$ cat src/design/sfg_pkg.sv
// ----------------------------------------------------------------------------
// sfg_pkg
// Shared types, command codes and helpers of the set factor gradient unit.
// ----------------------------------------------------------------------------
`default_nettype none

package sfg_pkg;

   // divider geometry
   localparam int DivBits   = 47;
   localparam int DivorBits = 15;

   // shared multiplier operand selection
   localparam logic [2:0] MUL_NONE = 3'd0;
   localparam logic [2:0] MUL_LOAD = 3'd1;
   localparam logic [2:0] MUL_DA   = 3'd2;
   localparam logic [2:0] MUL_DD   = 3'd3;
   localparam logic [2:0] MUL_ST   = 3'd4;
   localparam logic [2:0] MUL_TU   = 3'd5;
   localparam logic [2:0] MUL_CLO  = 3'd6;
   localparam logic [2:0] MUL_CHI  = 3'd7;

   // divider operand selection
   localparam logic [1:0] DIV_DOT = 2'd0;
   localparam logic [1:0] DIV_T   = 2'd1;
   localparam logic [1:0] DIV_C   = 2'd2;

   typedef struct packed {
      logic       load;
      logic       latch;
      logic [2:0] mul_op;
      logic       div_start;
      logic [1:0] div_sel;
      logic       d_load;
      logic       t_load;
      logic       c_load;
      logic       coef_clear;
      logic       ug_load;
      logic       acc_load;
      logic       acc_add;
      logic       acc_add_hi;
      logic       out_load;
      logic       idx_inc;
      logic       run_clear;
   } cmd_type;

   typedef struct packed {
      logic size_err;
      logic idx_last;
      logic out_free;
   } status_type;

   // divide by 2^14 rounding toward zero, then clamp to 32 bits
   function automatic logic signed [31:0] sat_q14(input logic signed [71:0] v);
      logic signed [71:0] adj;
      logic signed [71:0] q;
      adj = v + $signed({58'b0, {14{v[71]}}});
      q   = adj >>> 14;
      if (q > 72'sd2147483647) begin
         return 32'h7fffffff;
      end else if (q < -72'sd2147483648) begin
         return 32'h80000000;
      end else begin
         return q[31:0];
      end
   endfunction

endpackage

`default_nettype wire

$ cat src/design/sfg_ctrl.sv
// ----------------------------------------------------------------------------
// sfg_ctrl
// Sequencer: load phase, coefficient set-up and per-element emit pass.
// ----------------------------------------------------------------------------
`default_nettype none

module sfg_ctrl (
   input  wire logic                clock,
   input  wire logic                reset,
   input  wire logic                req_tvalid,
   input  wire logic                req_tlast,
   output logic                     req_tready,
   input  wire logic                div_done,
   input  wire sfg_pkg::status_type status,
   output sfg_pkg::cmd_type         cmd
);

   localparam logic [4:0] S_LOAD   = 5'd0;
   localparam logic [4:0] S_SETTLE = 5'd1;
   localparam logic [4:0] S_DIV1   = 5'd2;
   localparam logic [4:0] S_WAIT1  = 5'd3;
   localparam logic [4:0] S_MULA   = 5'd4;
   localparam logic [4:0] S_DIV2   = 5'd5;
   localparam logic [4:0] S_WAIT2  = 5'd6;
   localparam logic [4:0] S_MULD   = 5'd7;
   localparam logic [4:0] S_DIV3   = 5'd8;
   localparam logic [4:0] S_WAIT3  = 5'd9;
   localparam logic [4:0] S_RD     = 5'd10;
   localparam logic [4:0] S_P1     = 5'd11;
   localparam logic [4:0] S_P2     = 5'd12;
   localparam logic [4:0] S_P3     = 5'd13;
   localparam logic [4:0] S_P4     = 5'd14;
   localparam logic [4:0] S_P5     = 5'd15;
   localparam logic [4:0] S_OUT    = 5'd16;

   logic [4:0] state_ff;
   logic [4:0] state_in;
   logic       accept;

   assign req_tready = (state_ff == S_LOAD);
   assign accept     = req_tvalid && req_tready;

   always_comb begin
      cmd        = '0;
      cmd.mul_op = sfg_pkg::MUL_NONE;
      state_in   = state_ff;
      case (state_ff)
         S_LOAD: begin
            if (accept) begin
               cmd.load   = 1'b1;
               cmd.mul_op = sfg_pkg::MUL_LOAD;
               if (req_tlast) begin
                  cmd.latch = 1'b1;
                  state_in  = S_SETTLE;
               end
            end
         end
         S_SETTLE: begin
            if (status.size_err) begin
               cmd.coef_clear = 1'b1;
               state_in       = S_RD;
            end else begin
               state_in = S_DIV1;
            end
         end
         S_DIV1: begin
            cmd.div_start = 1'b1;
            cmd.div_sel   = sfg_pkg::DIV_DOT;
            state_in      = S_WAIT1;
         end
         S_WAIT1: begin
            if (div_done) begin
               cmd.d_load = 1'b1;
               state_in   = S_MULA;
            end
         end
         S_MULA: begin
            cmd.mul_op = sfg_pkg::MUL_DA;
            state_in   = S_DIV2;
         end
         S_DIV2: begin
            cmd.div_start = 1'b1;
            cmd.div_sel   = sfg_pkg::DIV_T;
            state_in      = S_WAIT2;
         end
         S_WAIT2: begin
            if (div_done) begin
               cmd.t_load = 1'b1;
               state_in   = S_MULD;
            end
         end
         S_MULD: begin
            cmd.mul_op = sfg_pkg::MUL_DD;
            state_in   = S_DIV3;
         end
         S_DIV3: begin
            cmd.div_start = 1'b1;
            cmd.div_sel   = sfg_pkg::DIV_C;
            state_in      = S_WAIT3;
         end
         S_WAIT3: begin
            if (div_done) begin
               cmd.c_load = 1'b1;
               state_in   = S_RD;
            end
         end
         S_RD: begin
            state_in = S_P1;
         end
         S_P1: begin
            cmd.mul_op = sfg_pkg::MUL_ST;
            state_in   = S_P2;
         end
         S_P2: begin
            cmd.ug_load = 1'b1;
            cmd.mul_op  = sfg_pkg::MUL_TU;
            state_in    = S_P3;
         end
         S_P3: begin
            cmd.acc_load = 1'b1;
            cmd.mul_op   = sfg_pkg::MUL_CLO;
            state_in     = S_P4;
         end
         S_P4: begin
            cmd.acc_add = 1'b1;
            cmd.mul_op  = sfg_pkg::MUL_CHI;
            state_in    = S_P5;
         end
         S_P5: begin
            cmd.acc_add_hi = 1'b1;
            state_in       = S_OUT;
         end
         S_OUT: begin
            if (status.out_free) begin
               cmd.out_load = 1'b1;
               if (status.idx_last) begin
                  cmd.run_clear = 1'b1;
                  state_in      = S_LOAD;
               end else begin
                  cmd.idx_inc = 1'b1;
                  state_in    = S_RD;
               end
            end
         end
         default: begin
            state_in = S_LOAD;
         end
      endcase
   end

   always_ff @(posedge clock) begin
      if (reset) begin
         state_ff <= S_LOAD;
      end else begin
         state_ff <= state_in;
      end
   end

endmodule

`default_nettype wire

$ cat config.mk
export PLATFORM = sky130hd
export DESIGN_NAME = sfg_ctrl
export DESIGN_NICKNAME = d
export VERILOG_FILES = /design/src/design/sfg_pkg.sv /design/src/design/sfg_ctrl.sv
export SDC_FILE = /design/constraint.sdc
export NUM_CORES = 1
export LEC_CHECK = 0
export ABC_AREA = 1
export CAP_MARGIN = 5
export CORE_AREA = 2 2 39 41
export CTS_CLUSTER_DIAMETER = 30
export DETAILED_ROUTE_END_ITERATION = 10
export DIE_AREA = 0 0 41 43
export DONT_BUFFER_PORTS = 1
export PLACE_DENSITY_LB_ADDON = 0.05
export SETUP_SLACK_MARGIN = 0.5
export SKIP_LAST_GASP = 1
export SLEW_MARGIN = 20
export SYNTH_ARGS = -nofsm -noshare
export SYNTH_HDL_FRONTEND = slang
export SYNTH_SLANG_ARGS = --single-unit
$ cat constraint.sdc
create_clock -name clock -period 2.8 [get_ports clock]
set_clock_uncertainty 0.05 [all_clocks]
set_input_delay 0.14 -clock clock [delete_from_list [all_inputs] [get_ports clock]]
set_output_delay 0.14 -clock clock [all_outputs]
set_load 0.03 [all_outputs]
=== Word-level counts from Yosys, hierarchy flattened ===
Index checks and enable logic that the tools add are counted.

* Logic and storage cells: 54
* Bits in read-only memories: 0
* RAM bits: 0
* Bits of input ports: 8
* Register bits: 5
* Memories: 0
* Latch bits: 0
* Output and inout port bits: 20

* Shift-type cells: 0
* Multipliers: 0
* Eq/ne operators: 22
* Bitwise logic cells: 0
* Muxes and demuxes: 28
* Div/mod/pow operators: 0
* Magnitude comparators: 0
* Reductions and logical operators: 3
* Add/sub/neg operators: 0

{| class="wikitable"
|+ Operator list
! kind !! number
|-
| 5-bit case mux with 17 select lines || 1
|-
| 5-bit by 4-bit equality test with 1-bit output (second input constant) || 8
|-
| 5-bit 2-to-1 mux || 7
|-
| 3-bit case mux with 7 select lines || 1
|-
| 5-bit by 3-bit equality test with 1-bit output (second input constant) || 4
|-
| 1-bit 2-to-1 mux || 13
|-
| 5-bit by 2-bit equality test with 1-bit output (second input constant) || 2
|-
| 2-bit != test (second input constant) || 5
|-
| 3-bit case mux with 3 select lines || 1
|-
| 4-bit 2-to-1 mux || 2
|-
| 3-bit 2-to-1 mux || 2
|-
| 6-bit AND reduction || 1
|-
| 5-bit by 1-bit equality test with 1-bit output (second input constant) || 1
|-
| 5-bit equality test (second input constant) || 1
|-
| 5-bit logical NOT || 1
|-
| 2-bit 2-to-1 mux || 1
|-
| 2-bit by 1-bit != test with 1-bit output (second input constant) || 1
|-
| 1-bit logical AND || 1
|}

=== Longest topological paths before layout ===
* Word-level depth: 4
* Depth in mapped cells: 9
* Gate-level depth less buffers: 9

=== Worst setup path before layout ===
No wires, ideal clock.

* Path kind: flip-flop to output port
* From: register state_ff[0]
* To: output port cmd[14] (netlist bit)
* Buffers on the path: 0
* Stages on the path, launching flop included: 8
* Setup slack: 1.126 ns
* Required time: 2.610 ns
* Arrival: 1.484 ns
* Cell sequence: dfxtp_1 nor2_2 nand2_2 nor2_4 nand2_1 inv_1 nor2_1 nand2_1

{| class="wikitable"
|+ RTL lines
! what !! line !! text
|-
| start, declared || sfg_ctrl.sv:36 || <nowiki>logic [4:0] state_ff;</nowiki>
|-
| start signal, assigned || sfg_ctrl.sv:155 || <nowiki>state_ff <= state_in;</nowiki>
|-
| end, declared || sfg_ctrl.sv:15 || <nowiki>output sfg_pkg::cmd_type cmd</nowiki>
|}

==> flow_summary.ini <==
[cts]
clk_pin_slew_ns = 0.05
post_cts.resized_instances = 0
cts_made_buffers = 3
cts_root_buf = clkbuf_4
clk_latency_ns = 0.25
h-tree-depth = 1
cts_buffer_depth = 2
cts_tree = done
cts.sinks = 5

[worst_setup_path]
endpoint_kind = primary output
cp_max_fo = 7
r2r-start = state_ff[4]
crit_arrival_ns = 1.94
reg2reg_slack_ns = 1.02
cp_data_required_time_ns = 2.61
timing.critical_path.from = state_ff[0]
worstSetupPathType = flip-flop to primary output
critPathLaunchType = flip-flop
r2r-end = state_ff[4]
reg2regPathDepth = 5

[timing]
maxSlewHeadroom_pct = 59.3
setup_ws_ns = 0.672
fin_crit_ns = 2.13
fin_tns_setup_ns = 0
drv_slew = 0
setup_viol_count_final = 0
rsz0062_at_grt = false
whs_ns = 0.161
fmax_ghz = 0.470
post-route-period-util_pct = 76.0
worst_pin_slew_ns = 0.609
hold_violations = 0

[power_and_ir_drop]
powerDensity_nw_per_um2 = 992
vdd_ir_drop_max_v = 0.000515
p_leak_nw = 0.382

[final_layout]
final_cell_mix = 28 x nor2_1, 21 x nand2_1, 18 x inv_1
largest_register_ffs = 5
top_register = state_ff
final_common_cell = nor2_1
drive_gt1_share_pct = 16.7
area_growth_pct = 13.5
largestRegisters = state_ff (5)
num_antenna_cells = 0
layout.nets = 135

[routing]
viasPerCell = 5.27
antenna_left = 0
route.detailed.drc = 0
first_iter_violations = 28
wirelength_microns = 1650
vias = 749
drtPass1Iterations = 4
routedWlPerCell_microns = 11.6

[min_path]
hold_end = state_ff[4]
min_from = status[0]
hold_depth = 3
hp-class = input pin to flip-flop

[global_routing]
grt_pass1_wl_microns = 2340
globalRouteOverflowTotal = 0
antenna_found_initial = 0
grt_max_degree = 13
grt_usage_pct = 19.4
grt_pass1_vias = 576

[synth]
synthDominantCellAreaShare_pct = 17.2
synth_nets = 125
synth_top_family_by_area = simple AND/OR/NAND/NOR gates
yosysUniqueCellTypes = 18
synth-compound-area-share_pct = 8.18
synth_fa_ha_area_share_pct = 0
synth_seq_cells = 5
syn-cell-area_sq_um = 612
synthTopCellsByArea = nor2_1 17%, dfxtp_1 16%, nand3_1 14%
synthMuxAreaShare_pct = 0
avgSynthCellArea_sq_um = 5.23
synth-simple-area-share_pct = 60.7
yosysWarningCount = 0
ys_seq_area_share_pct = 16.4
synthXorXnorAreaFrac_pct = 0
synth_top_cell_by_area = nor2_1
synthCells = 117

[place]
hpwl_microns = 1340
port_buffers = 0
place_ws_ns = 0.933
routabilityCongestion = 0.888

[floorplanning]
num_io_pins = 28
die_x_microns = 41
row_count = 14
core_area_sq_um = 1380
initial_core_util_pct = 44.2
die_area_sq_um = 1760
fp.dieH_microns = 43

[run_status]
outcome = finished clean

[job]
drv_cap = 0
[routing by layer]
layer | up-vias | track usage (%) | part of all wire (%)
met1 | 337 | 28.8 | 48
li1 | 382 | - | -
met5 | - | 0 | 0
met3 | 0 | 6.28 | 6.8
met4 | 0 | 4.00 | 0
met2 | 30 | 26.9 | 45
[critical path, stage by stage (launching register included)]
cell and delay, ns:
dfxtp_1 0.38, nor2_2 0.32, nand2_2 0.14, nor2_4 0.24, nand2_1 0.08, inv_1 0.23
nor2_1 0.07, nand2_1 0.23
[cell type report]
| cell class | instances | area (sq um) |
|---|---|---|
| repair buffers | 6 | 47.5 |
| flip-flops and latches | 5 | 100 |
| well taps | 16 | 20.0 |
| multi-input cells | 90 | 422 |
| inverters | 21 | 78.8 |
| fillers | 165 | 689 |
| clock buffers | 4 | 26.3 |
[power breakdown]
group          total [W]  internal, W  switching, W  leakage, nW
logic           0.000478     0.000129      0.000349        0.327
clock network  0.0000846    0.0000540     0.0000306       0.0150
registers       0.000126    0.0000900     0.0000365       0.0407
[synth_stat cells (all sizes together)]
library cell,number
o21ai,2
nand4,1
nor3,3
buf,1
nor2,32
nand2,26
nand3,18
clkinv,1
dfxtp,5
inv,20
a21oi,8
[per-stage QoR]
step	std cells	instance area, sq um	power, W	utilization [%]
2_1_floorplan	117	612	0.000520	-
3_3_place_gp	137	658	0.000603	47.6
3_5_place_dp	137	658	0.000603	47.6
4_1_cts	142	694	0.000691	50.2
5_1_grt	142	694	0.000751	50.2
6_report	142	694	0.000689	50.2
[worst max path at each step]
stage / to / slack [ns]
CTS: cmd[14] / 0.67
detailed placement: cmd[14] / 0.93
floorplan: cmd[14] / 1.13
global placement: cmd[14] / 0.97
global route: cmd[14] / 0.51
finish: cmd[14] / 0.67
[cell families after synthesis]
| logic type | Yosys count |
|---|---|
| buffers and inverters | 22 |
| DFF | 5 |
| and+or+nand+nor | 80 |
| AOI/OAI and AO/OA | 10 |
[repair_timing]
action / 4_1_cts / 5_1_grt
hold buffers: 1 / 0
setup buffers: 0 / 0
hold endpoints to repair: 5 / 0
(Power assumes the default switching activity.)
