==> src/design/sfg_pkg.sv <==
// ----------------------------------------------------------------------------
// sfg_pkg
// Shared types, command codes and helpers of the set factor gradient unit.
// ----------------------------------------------------------------------------
`default_nettype none

package sfg_pkg;

   // divider geometry
   localparam int DivBits   = 47;
   localparam int DivorBits = 15;

   // shared multiplier operand selection
   localparam logic [2:0] MUL_NONE = 3'd0;
   localparam logic [2:0] MUL_LOAD = 3'd1;
   localparam logic [2:0] MUL_DA   = 3'd2;
   localparam logic [2:0] MUL_DD   = 3'd3;
   localparam logic [2:0] MUL_ST   = 3'd4;
   localparam logic [2:0] MUL_TU   = 3'd5;
   localparam logic [2:0] MUL_CLO  = 3'd6;
   localparam logic [2:0] MUL_CHI  = 3'd7;

   // divider operand selection
   localparam logic [1:0] DIV_DOT = 2'd0;
   localparam logic [1:0] DIV_T   = 2'd1;
   localparam logic [1:0] DIV_C   = 2'd2;

   typedef struct packed {
      logic       load;
      logic       latch;
      logic [2:0] mul_op;
      logic       div_start;
      logic [1:0] div_sel;
      logic       d_load;
      logic       t_load;
      logic       c_load;
      logic       coef_clear;
      logic       ug_load;
      logic       acc_load;
      logic       acc_add;
      logic       acc_add_hi;
      logic       out_load;
      logic       idx_inc;
      logic       run_clear;
   } cmd_type;

   typedef struct packed {
      logic size_err;
      logic idx_last;
      logic out_free;
   } status_type;

   // divide by 2^14 rounding toward zero, then clamp to 32 bits
   function automatic logic signed [31:0] sat_q14(input logic signed [71:0] v);
      logic signed [71:0] adj;
      logic signed [71:0] q;
      adj = v + $signed({58'b0, {14{v[71]}}});
      q   = adj >>> 14;
      if (q > 72'sd2147483647) begin
         return 32'h7fffffff;
      end else if (q < -72'sd2147483648) begin
         return 32'h80000000;
      end else begin
         return q[31:0];
      end
   endfunction

endpackage

`default_nettype wire

==> src/design/sfg_div.sv <==
// ----------------------------------------------------------------------------
// sfg_div
// Unsigned restoring divider, one quotient bit per cycle.
// ----------------------------------------------------------------------------
`default_nettype none

module sfg_div (
   input  wire logic                              clock,
   input  wire logic                              reset,
   input  wire logic                              start,
   input  wire logic [sfg_pkg::DivBits-1:0]       dividend,
   input  wire logic [sfg_pkg::DivorBits-1:0]     divisor,
   output logic                                   done,
   output logic [sfg_pkg::DivBits-1:0]            quotient
);

   logic [sfg_pkg::DivBits-1:0]   quo_ff;
   logic [sfg_pkg::DivorBits:0]   rem_ff;
   logic [sfg_pkg::DivorBits-1:0] dvr_ff;
   logic [5:0]                    cnt_ff;
   logic                          busy_ff;
   logic                          done_ff;
   logic [sfg_pkg::DivorBits:0]   shifted;
   logic [sfg_pkg::DivorBits+1:0] trial;
   logic                          ge;

   always_comb begin
      shifted = {rem_ff[sfg_pkg::DivorBits-1:0], quo_ff[sfg_pkg::DivBits-1]};
      trial   = {1'b0, shifted} - {2'b0, dvr_ff};
      ge      = !trial[sfg_pkg::DivorBits+1];
   end

   always_ff @(posedge clock) begin
      if (reset) begin
         busy_ff <= 1'b0;
         done_ff <= 1'b0;
         cnt_ff  <= '0;
      end else if (start) begin
         busy_ff <= 1'b1;
         done_ff <= 1'b0;
         cnt_ff  <= 6'(sfg_pkg::DivBits);
      end else if (busy_ff) begin
         cnt_ff <= cnt_ff - 6'd1;
         if (cnt_ff == 6'd1) begin
            busy_ff <= 1'b0;
            done_ff <= 1'b1;
         end
      end
   end

   always_ff @(posedge clock) begin
      if (start) begin
         quo_ff <= dividend;
         rem_ff <= '0;
         dvr_ff <= divisor;
      end else if (busy_ff) begin
         rem_ff <= ge ? trial[sfg_pkg::DivorBits:0] : shifted;
         quo_ff <= {quo_ff[sfg_pkg::DivBits-2:0], ge};
      end
   end

   assign done     = done_ff;
   assign quotient = quo_ff;

endmodule

`default_nettype wire

==> config.mk <==
export PLATFORM = sky130hd
export DESIGN_NAME = sfg_div
export DESIGN_NICKNAME = d
export VERILOG_FILES = /design/src/design/sfg_pkg.sv /design/src/design/sfg_div.sv
export SDC_FILE = /design/constraint.sdc
export NUM_CORES = 1
export LEC_CHECK = 0
export ABC_AREA = 1
export BUFFER_PORTS_ARGS = -buffer_cell sky130_fd_sc_hd__buf_4
export CORE_MARGIN = 2
export CORE_UTILIZATION = 45
export CTS_BUF_LIST = sky130_fd_sc_hd__clkbuf_8
export CTS_CLUSTER_DIAMETER = 80
export DETAILED_ROUTE_END_ITERATION = 10
export GPL_ROUTABILITY_DRIVEN = 1
export PLACE_DENSITY = 0.8
export SLEW_MARGIN = 25
export SYNTH_ARGS = -nofsm -noshare
export SYNTH_HDL_FRONTEND = slang
export SYNTH_SLANG_ARGS = --single-unit
==> constraint.sdc <==
create_clock -name clock -period 2 [get_ports clock]
set_input_delay 0 -clock clock [delete_from_list [all_inputs] [get_ports clock]]
set_output_delay 0 -clock clock [all_outputs]
set_load 0.005 [all_outputs]
### Yosys cells after proc, flatten, opt, wreduce, memory -nomap -nowiden

Cells that the tools add are included.
Widths: inputs -> output; s select.

| operators by class | value |
|---|---|
| reduce and logical (&&, ||, !) cells | 4 |
| equal/unequal tests | 1 |
| add/subtract/negate cells | 2 |
| multiplexer cells | 8 |

Operators with widths:

| kind | number |
|---|---|
| $mux 47 | 2 |
| $sub 16x15->17 | 1 |
| $mux 15 | 1 |
| $mux 6 | 2 |
| $eq 6x1->1 const B | 1 |
| $sub 6x1->6 const B | 1 |
| $mux 1 | 3 |
| $reduce_and 2->1 | 1 |
| $reduce_bool 2->1 | 1 |
| $reduce_or 2->1 | 1 |
| $logic_not 1->1 | 1 |

| word-level totals | value |
|---|---|
| word-level logic and storage cells | 22 |
| flip-flop bits (word level) | 85 |
| output and inout port bits | 48 |
| input bits | 65 |

### Logic depth before layout (Yosys ltp)

| logic depth | value |
|---|---|
| depth in word-level cells | 4 |
| depth in mapped cells | 14 |
| depth with buffers taken out | 14 |

### Worst setup path before layout

No wires, ideal clock.

| path | value |
|---|---|
| kind | reg2reg |
| start | register quo_ff (netlist bit quotient[46]) |
| end | register rem_ff[4] in the netlist's numbering |
| path slack | -8 ps |
| data required time | 1,836 ps |
| stages on the path, launching flop included | 15 |
| path buffers | 1 |
| arrival | 1,844 ps |
| library setup time | 164 ps |
| period minus slack after synthesis | 2,008 ps |
| path through | edfxtp_1 inv_1 ha_1 fa_1 inv_1 nand2_1 nand2_1 nand3_1 nand2_2 nand2_4 nand2_4 buf_12 nand2_1 nand3_2 o21ai_2 |

| on the way | value |
|---|---|
| longest elaborated chain between the ends | 2 |

RTL lines:

| what | line | text |
|---|---|---|
| from (decl) | sfg_div.sv:17 | `logic [sfg_pkg::DivBits-1:0] quo_ff;` |
| from (signal assigned) | sfg_div.sv:53 | `quo_ff <= dividend;` |
| from (signal assigned) | sfg_div.sv:58 | `quo_ff <= {quo_ff[sfg_pkg::DivBits-2:0], ge};` |
| $sub 16x15->17 | sfg_div.sv:29 | `trial = {1'b0, shifted} - {2'b0, dvr_ff};` |
| $mux 15 | sfg_div.sv:57 | `rem_ff <= ge ? trial[sfg_pkg::DivorBits:0] : shifted;` |
| to (signal assigned) | sfg_div.sv:57 |  |
| to (decl) | sfg_div.sv:18 | `logic [sfg_pkg::DivorBits:0] rem_ff;` |

No other way between the ends.
A chain may end at the register's enable or synchronous reset.

### Worst setup path in the final report

| path | value |
|---|---|
| start | register dvr_ff[0] in the netlist's numbering |
| end | register rem_ff[7] in the netlist's numbering |

| on the way | value |
|---|---|
| longest elaborated chain between the ends | 2 |

RTL lines:

| what | line | text |
|---|---|---|
| from (decl) | sfg_div.sv:19 | `logic [sfg_pkg::DivorBits-1:0] dvr_ff;` |
| from (signal assigned) | sfg_div.sv:55 | `dvr_ff <= divisor;` |
| $sub 16x15->17 | sfg_div.sv:29 |  |
| $mux 15 | sfg_div.sv:57 |  |

No other way between the ends.

==> metrics.csv <==
stage,metric,value,unit
clocking,cts_tree,done,
timing,setup_viol,9,
finish,finish.instance_area,6570,µm²
finish,num_antenna_cells,0,
die,num_rows,36,
worst_setup_path,crit_fanout,7,
detailed_routing,dr.first_iter.drc_count,196,
worst_setup_path,crit_chain,"ha_4, fa_2, inv_2, nand2_2, nand2_2, nand3_2, nand2_2, nand2_4, nand2_8, buf_8, nand3_2, nand3_2, nand2_1",
worst_setup_path,startpoint_type,flip-flop,
die,dieHeight,105,µm
flow_run,maxCapViolCount,0,
clocking,cts.sinks,85,
worst_setup_path,worst-r2r-setup-slack,-0.05,ns
die,start_util,46.6,%
timing,fin_ws,-0.0456,ns
timing,max_slew_margin,69.2,%
worst_setup_path,worstRegToRegCells,13,
global_route,gr-total-overflow,0,
clocking,clock_latency,0.35,ns
detailed_routing,dr_total_vias,4426,
die,coreArea,9820,µm²
finish,post-route-util,66.9,%
worst_setup_path,critPathCaptureType,flip-flop,
placed_design,port_buffers,112,
detailed_routing,drt_wl_total,12.7,mm
finish,nets,832,
detailed_routing,drc,0,
placed_design,place.gp.congestion,0.876,
timing,tightest_slew,0.462,ns
power,power.density,653,nW/µm²
die,dieArea,11000,µm²
global_route,grt_max_degree,48,
global_route,grtUsageTotal,23.1,%
global_route,grt_pass1_vias,4605,
power,power_leakage,3.32,nW
timing,finClkSkew,0.0113,ns
worst_setup_path,required,2.24,ns
clocking,clk_pin_slew,0.09,ns
die,ios,113,
worst_setup_path,critPathArrivalTime,2.28,ns
worst_hold_path,worstHoldPathType,primary input to flip-flop,
worst_setup_path,crit_start,dvr_ff[0],
timing,min_period_over_period,102,%
finish,syn2layout_area_growth,43.6,%
die,fp.dieW,105,µm
synthesis,syn_inst,566,
power,ir_drop,499,µV
timing,drv_slew,0,
synthesis,syn-num-nets,649,
synthesis,synth-seq-cells,85,
clocking,clockBufferDepth,2,
worst_setup_path,r2r-start,dvr_ff[0],
worst_setup_path,worst_path_largest_cell_delay,0.43,ns
timing,totalNegativeSetupSlack,-0.308,ns
detailed_routing,ant_nets,0,
timing,rsz0062_at_grt,yes,
global_route,grt_pass1_wl,20.5,mm
synthesis,syn_area,4580,µm²
global_route,antenna_found_initial,0,
synthesis,yosysSeqAreaShare,50.8,%
placed_design,dpl_cell_area,5590,µm²
detailed_routing,wl_per_cell,14.4,µm
synthesis,yosysWarnings,0,
detailed_routing,firstDrtPassIters,5,
status,violations,negative setup slack,
finish,n_fill_cell,730,
worst_setup_path,r2r_end,rem_ff[7],
synthesis,avgSynthCellArea,8.08,µm²
worst_setup_path,path_class,flip-flop to flip-flop,
timing,fin_crit,2.05,ns
placed_design,hpwl,8.21,mm
timing,hold_viol_final,0,
clocking,cts_max_level,3,
worst_setup_path,crit_cells,13,
finish,layout-drive-gt1-share,23.2,%
worst_setup_path,cp_top_family,simple AND/OR/NAND/NOR gates,
worst_setup_path,critPathCapture,rem_ff[7],
clocking,cts_root_buf,clkbuf_8,
detailed_routing,vias_per_cell,4.99,
worst_setup_path,crit_buf_inv,2,
worst_setup_path,worst_path_max_delay_cell,edfxtp_1,
timing,fmax,0.489,GHz
status,outcome,"complete, but fails checks",
synthesis,synth_cell_type_count,35,
clocking,cts_buffers,9,
==> worst min-delay path by stage <==
stage	from	endpoint	slack [ns]	cells after the start
floorplan	reset	cnt_ff[5]	0.07	1
global placement	divisor[11]	dvr_ff[11]	0.18	1
detailed placement	divisor[5]	dvr_ff[5]	0.18	1
CTS	dividend[0]	quotient[0]	0.02	3
global route	dividend[0]	quotient[0]	0.05	3
finish	dividend[0]	quotient[0]	0.03	3
==> power breakdown <==
part           internal [mW]  switching, mW  leakage [nW]
registers               2.06         0.0852         0.817
clock network          0.736          0.614         0.110
logic                  0.409          0.386          2.39
==> placed cells by master (no fill, tap or decap), types with 7 or more instances in the layout <==
cell	count
clkbuf_8	10
dfxtp_1	23
a21oi_1	7
dlygate4sd3_1	62
edfxtp_1	62
nand2_2	8
ha_1	15
nand3_1	26
nand2_1	249
inv_1	80
o21ai_0	7
nor2_1	20
nand3_2	12
buf_4	120
==> what timing repair did <==
item / in CTS / in global routing
pin swaps: 1 / 12
cloned: 0 / 1
hold buffers: 62 / 0
endpoints found under the setup margin: 3 / 16
resized for setup: 3 / 21
endpoints found under the hold margin: 69 / 0
buffers inserted: 0 / 4
==> tightest hold or removal path: cells and delay by family <==
kind,cells,cell delay [ns]
simple gates,1,0.04
compound gates,1,0.14
buf+inv,1,0.08
==> layer usage <==
layer	global-route usage (%)	part of all wire (%)	up-vias
li1	-	-	2149
met1	25.9	39	2035
met2	40.7	50	206
met3	6.24	7.9	36
met4	10.9	3.0	0
met5	0	0	-
==> Yosys cell counts, drive strengths merged <==
cell type / number / share of area, %
dfxtp: 23 / 10
inv: 82 / 6.7
nand3b: 7 / 1.2
fa: 1 / 0.44
o31ai: 1 / 0.16
nand3: 38 / 5.0
ha: 17 / 4.6
xnor2: 2 / 0.38
clkbuf: 10 / 0.82
nand4: 3 / 0.41
nor4: 2 / 0.27
buf: 6 / 1.0
a221oi: 1 / 0.19
a31oi: 2 / 0.27
nand2: 259 / 22
nor3: 3 / 0.57
o21ai: 9 / 1.1
a211oi: 1 / 0.16
and2: 4 / 0.60
nor2: 20 / 1.6
edfxtp: 62 / 41
a21oi: 9 / 1.2
clkinv: 1 / 0.082
xor2: 3 / 0.57
==> layout make-up <==
type                       instances  area, µm²  share of cell area, %
sequential                        85       2320                   35.3
multi-input combinational        383       1950                   29.6
timing repair buffer             187       1600                   24.4
inverter                          83        312                   4.74
tap                              133        166                   2.53
clock buffer                      10        138                   2.09
clock inverter                     6       85.1                   1.29
==> flip-flops by register name, indices dropped and copies added (netlist names) <==
register and flops:
done 1, dvr_ff 15, busy_ff 1, cnt_ff 6, quotient 47, rem_ff 15
==> cell families (layout without fill, tap and decap cells) <==
family / Yosys count / after routing / synth area share [%]
compound gates: 23 / 23 / 3.09
xor+xnor: 5 / 5 / 0.957
fa+ha+maj: 18 / 18 / 5.09
buf+inv: 99 / 286 / 8.67
flops: 85 / 85 / 50.8
simple gates: 336 / 337 / 31.4
==> metrics by stage <==
step | hold WS (ns) | power [mW] | setup slack, ns | instances
6_report | 0.0271 | 4.29 | -0.0456 | 887
5_1_grt | 0.0521 | 4.48 | -0.128 | 887
4_1_cts | 0.0211 | 4.27 | 0.0255 | 882
3_5_place_dp | 0.180 | 2.84 | 0.00226 | 804
3_3_place_gp | 0.179 | 2.81 | 0.0768 | 804
2_1_floorplan | 0.0691 | 2.46 | 0.0409 | 566
(Power assumes the default switching activity.)
